**src/sv/assert_macros.svh**
```systemverilog
// Assertion helper macros for the range max subarray tree block
`ifndef ASSERT_MACROS_SVH
`define ASSERT_MACROS_SVH

// Implication checked on every clock edge outside reset
`define ASSERT_CLK(lbl, clk, rst_n, prop, msg) \
    lbl: assert property (@(posedge clk) disable iff (!rst_n) (prop)) else $error(msg);

// Implication checked on every clock edge, reset included
`define ASSERT_ALWAYS(lbl, clk, prop, msg) \
    lbl: assert property (@(posedge clk) (prop)) else $error(msg);

`endif

```
**src/sv/rmst_ram.sv**
```systemverilog
// ----------------------------------------------------------------------------
// rmst_ram: generic single-port RAM
// One write or one read per cycle; registered read data.
// ----------------------------------------------------------------------------
module rmst_ram #(
    parameter int WIDTH = 8,
    parameter int DEPTH = 16
) (
    input  logic                     i_clk,
    input  logic                     i_we,
    input  logic [$clog2(DEPTH)-1:0] i_addr,
    input  logic [WIDTH-1:0]         i_wdata,
    output logic [WIDTH-1:0]         o_rdata
);

    logic [WIDTH-1:0] r_mem [DEPTH];

    // write-first not needed: read data from a write cycle is never used by the tree unit
    always_ff @(posedge i_clk) begin
        if (i_we) begin
            r_mem[i_addr] <= i_wdata;
        end
        o_rdata <= r_mem[i_addr];
    end

endmodule
```
**config.mk**
```make
export PLATFORM = sky130hd
export DESIGN_NAME = rmst_ram
export DESIGN_NICKNAME = d
export VERILOG_FILES = /design/src/sv/assert_macros.svh /design/src/sv/rmst_ram.sv
export SDC_FILE = /design/constraint.sdc
export NUM_CORES = 1
export LEC_CHECK = 0
export BUFFER_PORTS_ARGS = -buffer_cell sky130_fd_sc_hd__buf_4
export CAP_MARGIN = 20
export CORE_MARGIN = 3
export CORE_UTILIZATION = 45
export DETAILED_ROUTE_END_ITERATION = 6
export GPL_TIMING_DRIVEN = 1
export RECOVER_POWER = 100
export SKIP_LAST_GASP = 1
export SYNTH_ARGS = -nofsm -noshare
export SYNTH_HDL_FRONTEND = slang
export SYNTH_SLANG_ARGS = --single-unit
```
**constraint.sdc**
```tcl
create_clock -name i_clk -period 1.5 [get_ports i_clk]
set_input_delay 0.075 -clock i_clk [delete_from_list [all_inputs] [get_ports i_clk]]
set_output_delay 0.075 -clock i_clk [all_outputs]
set_load 0.1 [all_outputs]
```
-- Word-level counts from Yosys, hierarchy flattened
Memories as Yosys holds them, arrays and structs flattened. A register that Yosys moved wholly into a read port is not among the register bits.
Cells that the tools add are included.
- multiplexer cells: 2
- operators by type and width (kind ; count):
    2-to-1 mux 1 bit ; 2
- register bits: 0
- memory bits (writable): 128
- output and inout bits: 8
- memories: 1
- memory list (name ; depth ; bits a word ; read ports ; clocked after memory_dff ; write ports ; RTL line ; RTL):
    r_mem ; 16 ; 8 ; 1 ; 1 ; 1 ; rmst_ram.sv:16 ; logic [WIDTH-1:0] r_mem [DEPTH];

-- Logic depth before layout (Yosys ltp)
Gate-level depths: netlist of the first run.
- word-level depth: 2
- gate-level depth with buffers: 5

-- Least setup slack after synthesis of the first run
OpenSTA, ideal clock, no wires.
- kind: input to register
- start: in i_addr[2]
- end: mem r_mem[0][0], enable pin
- library setup time: 0.383 ns
- arrival time: 1.185 ns
- setup slack: -0.068 ns
- stages on the path: 2
- cells stage by stage: or3b_2 nor3_1
- RTL lines (item ; RTL line ; RTL):
    start, declared ; rmst_ram.sv:11 ; input logic [$clog2(DEPTH)-1:0] i_addr,
    end, declared ; rmst_ram.sv:16 ;
Straight into the memory's write port.

-- Final worst setup path of the first run
- start: in i_addr[2]
- end: mem r_mem[0][5], enable pin
Straight into the memory's write port.

==> results of run 1 <==
where the power goes:
part	internal [mW]	switching, mW
clock network	3.04	1.46
registers	4.25	0.0250
logic	0.185	0.403
total	7.48	1.88
layout by cell type, fill, tap and decap left out, drive strengths merged, types with 5 or more instances in the layout:
master       synthesis  routed
bufinv               0       5
dfxtp                8       8
a22oi               16      16
buf                  8      13
nor2                13      13
clkbuf               3      58
dlygate4sd3          0       8
mux4                32      32
edfxtp             128     128
nand2                9       9
through the flow:
stage,instances,area [sq um],setup slack (ns)
6_report,449,6187,0.1422
5_1_grt,449,6187,0.04940
4_1_cts,449,6310,0.1536
3_5_place_dp,409,5575,0.05420
3_3_place_gp,409,5575,0.05839
2_1_floorplan,230,5072,-0.01311
per-layer routing:
layer / part of all wire / global-route usage / vias to the layer above
li1: - / - / 1092
met1: 0.43 / 0.1982 / 1216
met2: 0.54 / 0.2650 / 40
met3: 0.028 / 0.04313 / 4
met4: 0.0077 / 0.05048 / 0
met5: 0 / 0 / -
cell families (layout without fill, tap and decap cells):
| kind of cell | after synthesis | after routing | synth area share |
|---|---|---|---|
| simple gates | 35 | 35 | 0.03210 |
| compound gates | 16 | 16 | 0.02370 |
| mux | 32 | 32 | 0.1422 |
| buf+inv | 11 | 90 | 0.01185 |
| flops | 136 | 136 | 0.7901 |
worst max-delay path, stage by stage:
cell,delay (ns)
clkbuf_1,0.16
or3b_2,0.56
nor3_1,0.16
clkbuf_1,0.44
final cells by class:
cell class,count,share of cell area
Multi-Input combinational cell,83,0.1622
Tap cell,140,0.02831
Sequential cell,136,0.6471
Clock inverter,11,0.03134
Timing Repair Buffer,58,0.05662
Clock buffer,21,0.07442
path summary, 6_finish.rpt:
kind | startpoint | to | slack [ns] | cells after the start
max reg2reg | r_mem[2][3]$_DFFE_PP_ | o_rdata[3]$_DFF_P_ | 0.18 | 3
min | i_addr[3] | o_rdata[7]$_DFF_P_ | 0.24 | 4
max | i_addr[2] | r_mem[0][5]$_DFFE_PP_ | 0.14 | 4
min reg2reg | r_mem[14][1]$_DFFE_PP_ | o_rdata[1]$_DFF_P_ | 0.67 | 3
timing repair:
action / CTS / global route
hold buffers: 8 / 0
endpoints found under the hold margin: 116 / 0
gates resized for setup: 0 / 0
sequential cells by signal, summed over array words and instances, names as in the netlist:
name,flops
o_rdata,8
r_mem,128
==> results by group, run 1 <==
Route
  – Avg WL per Cell: 20.14 microns
  – Wirelength, routed: approximately 9 mm
  – Drt pass-1 iters: 5
  – Vias per Instance: 5.238
  – Initial DRC Count: 165
  – Antenna Violating Nets Remaining: 0
  – DRC Markers: 0
  – Via count: 2,352

Logic synthesis
  – Syn avg cell area: 22.03 sq um
  – Synthesized area: 5067 sq um
  – Post-synth EDFFs: 128
  – Async set-reset flop share out of synthesis: 0
  – Register area share after synthesis: 0.7901
  – Most frequent cell after synthesis: edfxtp_1
  – Most common library cells after synthesis: 128 x edfxtp_1, 32 x mux4_2, 16 x a22oi_1
  – Flops & latches, synth: 136
  – Cell taking the most area after synthesis: edfxtp_1
  – Synth cell types: 18
  – Yosys warns: 0
  – Synth area leaders: edfxtp_1 76%, mux4_2 14%, dfxtp_1 3.2%
  – Primary flip-flop cell chosen by synthesis mapping: edfxtp_1
  – Syn_nets: 244
  – Syn Inst Count: 230
  – Synth top area share: 0.7585

Timing
  – Max_slew headroom: 0.4831
  – RSZ-0062 raised after global routing: no
  – Tcrit/Tclk final: 0.9052
  – Clk_skew: 0.006978 ns
  – Fin. Hold Viols: 0
  – Slew at the pin closest to its max-slew limit: 0.7725 ns
  – Setup Viol. Count Final: 0
  – Hold WS: 0.2350 ns
  – Fmax achieved: approximately 0.74 GHz
  – Clock period minus worst slack: between 1 and 1.5 ns
  – Final setup TNS: 0 ns
  – Fin. max-slew vios: 0

Die
  – # rows: 38
  – Initial Utilization: 0.4634
  – Die ar.: 12,570 sq um
  – Die W: 112.1 microns
  – Core area: around 11,000 sq um
  – Io pins: 22
  – Chip height: roughly 110 microns

Hold path
  – Worst min path class: in -> reg

Clock tree
  – CTS Buf Count: 17
  – Clock latency on the worst-skew pair: 0.40 ns
  – Maximum clock path buffer count: 2
  – Root Driver: clkbuf_16
  – Setup bufs post-CTS: 0
  – Clock Sinks: about 140
  – Clk slew on worst S/H paths: around 0.060 ns
  – TritonCTS clock tree: yes
  – H-tree depth: 4

Finish
  – Layout fillers: 839
  – Layout cells sized above 1: 0.3010
  – Multi-input logic area: 1003 sq um
  – Register area: 4004 sq um
  – # diodes: 0
  – Core Util, Final: 0.5658
  – P&R area growth vs syn: 22.10%
  – Nets: 310

Critical path
  – Worst setup EP type: register
  – Worst Path Arrival: 1.39 ns
  – Crit path max fanout: 8
  – CP Launch Type: input port
  – Critical path required time: 1.53 ns
  – Crit Path Class: in -> reg

Run status
  – Status: finished clean

Placed design
  – GP Congestion: around 0.74
  – Port Buffers: 21
  – Hpwl dp: 6.175 mm

Global routing
  – Initial antenna violation count: 0
  – Vias in the first global route: 2,572
  – Global-route wire length before repair: 14.58 mm
  – Largest net degree at the start of global routing: 18
  – Congestion Overflow GR: 0
  – Tot GR Track Use: 0.1567

Pwr
  – Pwr Total: 9.364 mW
  – Leak: 2.051 nW
  – PwrDens: between 1500 and 2000 nW/um^2
  – Maximum vdd ir drop: between 0.7 and 0.8 mV

Run
  – Max cap viols: 0
Note: power is estimated with default switching activity, not from simulation.
==> inputs of run 2 (changes only) <==
--- a/config.mk
+++ b/config.mk
@@ -9,6 +9,7 @@
 export CAP_MARGIN = 20
 export CORE_MARGIN = 3
 export CORE_UTILIZATION = 45
+export CTS_BUF_LIST = sky130_fd_sc_hd__clkbuf_4 sky130_fd_sc_hd__clkbuf_8
 export DETAILED_ROUTE_END_ITERATION = 6
 export GPL_TIMING_DRIVEN = 1
 export RECOVER_POWER = 100
==> results by group, run 2 (same netlist as run 1, synthesis figures left out) <==
Pwr
  – PwrDens: 1380 nW/um^2
  – Maximum vdd ir drop: 0.6095 mV
  – Pwr Total: about 8.3 mW
  – Leak: 1.953 nW

Finish
  – Largest register FFs: 128
  – Most common cell after layout, fill and taps aside: edfxtp_1
  – Largest registers: r_mem x128, o_rdata x8
  – Fin area: 5997 sq um
  – Layout fillers: 869
  – P&R area growth vs syn: 18.35%
  – # diodes: 0
  – Nets: 310
  – Most frequent cells in the layout: 128 x edfxtp_1, 32 x mux4_2, 25 x clkbuf_1
  – Reg with most FFs: r_mem
  – Final std cells w/o fill: 449
  – Layout cells sized above 1: 0.2913

Timing
  – Setup Viol. Count Final: 0
  – PnR worst setup slack: 0.1753 ns
  – Final setup TNS: 0 ns
  – Slew at the pin closest to its max-slew limit: 0.7709 ns
  – Tcrit/Tclk final: 0.8831
  – Clock period minus worst slack: 1.325 ns
  – Clk_skew: 0.008486 ns
  – Fin. max-slew vios: 0
  – RSZ-0062 raised after global routing: no
  – Fmax achieved: 0.7549 GHz
  – Fin. Hold Viols: 0
  – Max_slew headroom: 0.4841

Die
  – Io pins: 22
  – Chip height: 112.1 microns
  – Core area: 10,940 sq um
  – # rows: 38
  – Initial Utilization: 0.4634
  – Die ar.: ~13,000 sq um
  – Die W: 112.1 microns

Route
  – Vias per Instance: 5.269
  – Wirelength, routed: ~8.8 mm
  – Via count: around 2,400
  – DRC Markers: 0
  – Antenna Violating Nets Remaining: 0
  – Avg WL per Cell: 19.53 microns
  – Drt pass-1 iters: 4
  – Initial DRC Count: 180

Critical path
  – Worst r2r src: r_mem[3][5]$_DFFE_PP_
  – R2R depth: 3
  – CP Launch Type: input port
  – R2r setup slk: 0.21 ns
  – Crit Path Class: in -> reg
  – Critical path required time: around 1.6 ns
  – Worst R2R End: o_rdata[5]$_DFF_P_
  – Worst setup EP type: register
  – Crit path max fanout: 8
  – Crit path from: i_addr[2]
  – Worst Path Arrival: ~1.4 ns

Placed design
  – Placed cell areas: ~5600 sq um
  – Hpwl dp: 6.175 mm
  – Port Buffers: 21
  – GP Congestion: 0.7447
  – Dpl ws: between 0.05 and 0.06 ns
  – Inst Count DP: about 410

Run status
  – Status: finished clean

Global routing
  – Tot GR Track Use: 0.1483
  – Vias in the first global route: roughly 2,500
  – Congestion Overflow GR: 0
  – Largest net degree at the start of global routing: 18
  – Initial antenna violation count: 0
  – Global-route wire length before repair: 13.94 mm

Clock tree
  – Root Driver: clkbuf_8
  – CTS Buf Count: 17
  – H-tree depth: 4
  – Clock latency on the worst-skew pair: 0.41 ns
  – TritonCTS clock tree: yes
  – Maximum clock path buffer count: 2
  – Clock Sinks: 136
  – Clk slew on worst S/H paths: around 0.07 ns

Hold path
  – Worst hold start: i_addr[3]
  – Hold endpoint: o_rdata[7]$_DFF_P_
  – Worst hold path cell count: 4
  – Worst min path class: in -> reg

Run
  – Max cap viols: 0
## run 2: cell counts in the layout (fill, tap and decap cells not counted)
Identical to the previous run, type by type.
## run 2: cell type report
cell class	instances	area, sq um	area share
clock buffer	21	276.5	0.04611
clock inverter	11	193.9	0.03234
multi-input combinational	83	1003	0.1673
sequential	136	4004	0.6676
tap	140	175.2	0.02921
timing repair buffer	58	344.1	0.05738
## run 2: worst max-delay path: stages
cell      delay (ns)
clkbuf_1        0.16
or3b_2          0.56
nor3_1          0.16
clkbuf_1        0.42
## run 2: routing by layer
layer  track usage  routed length [microns]  vias up
li1              -                        -     1093
met1        0.1894                     3694     1222
met2        0.2495                     4711       44
met4       0.04808                       89        0
met5             0                        0        -
met3       0.03989                      275        7
## run 2: power breakdown
group / switching [mW] / leakage (nW) / total, mW / internal (mW)
Sequential: 0.0241 / 1.22 / 4.27 / 4.25
Clock: 1.31 / 0.237 / 3.42 / 2.11
Combinational: 0.400 / 0.492 / 0.585 / 0.185
Total: 1.73 / 1.95 / 8.28 / 6.54
## run 2: worst max-delay path by stage
stage / to / slack [ns] / depth (start not counted)
floorplan: r_mem[12][0]$_DFFE_PP_ / -0.01 / 3
global placement: o_rdata[2]$_DFF_P_ / 0.06 / 5
detailed placement: r_mem[5][5]$_DFFE_PP_ / 0.05 / 3
CTS: o_rdata[5]$_DFF_P_ / 0.19 / 3
global route: r_mem[2][3]$_DFFE_PP_ / 0.08 / 5
finish: r_mem[0][3]$_DFFE_PP_ / 0.18 / 4
## run 2: per-stage QoR
stage | hold WS (ns) | utilization
finish | 0.2190 | 0.5484
global route | 0.2292 | 0.5484
CTS | 0.1926 | 0.5602
detailed placement | 0.3964 | 0.5098
global placement | 0.3802 | 0.5098
floorplan | 0.1739 | -
## run 2: timing repair
action                                  CTS  global route
buffers inserted                          0             0
hold buffers                              8             0
endpoints found under the setup margin    0             0
endpoints found under the hold margin   128             0
gates resized for setup                   0             0
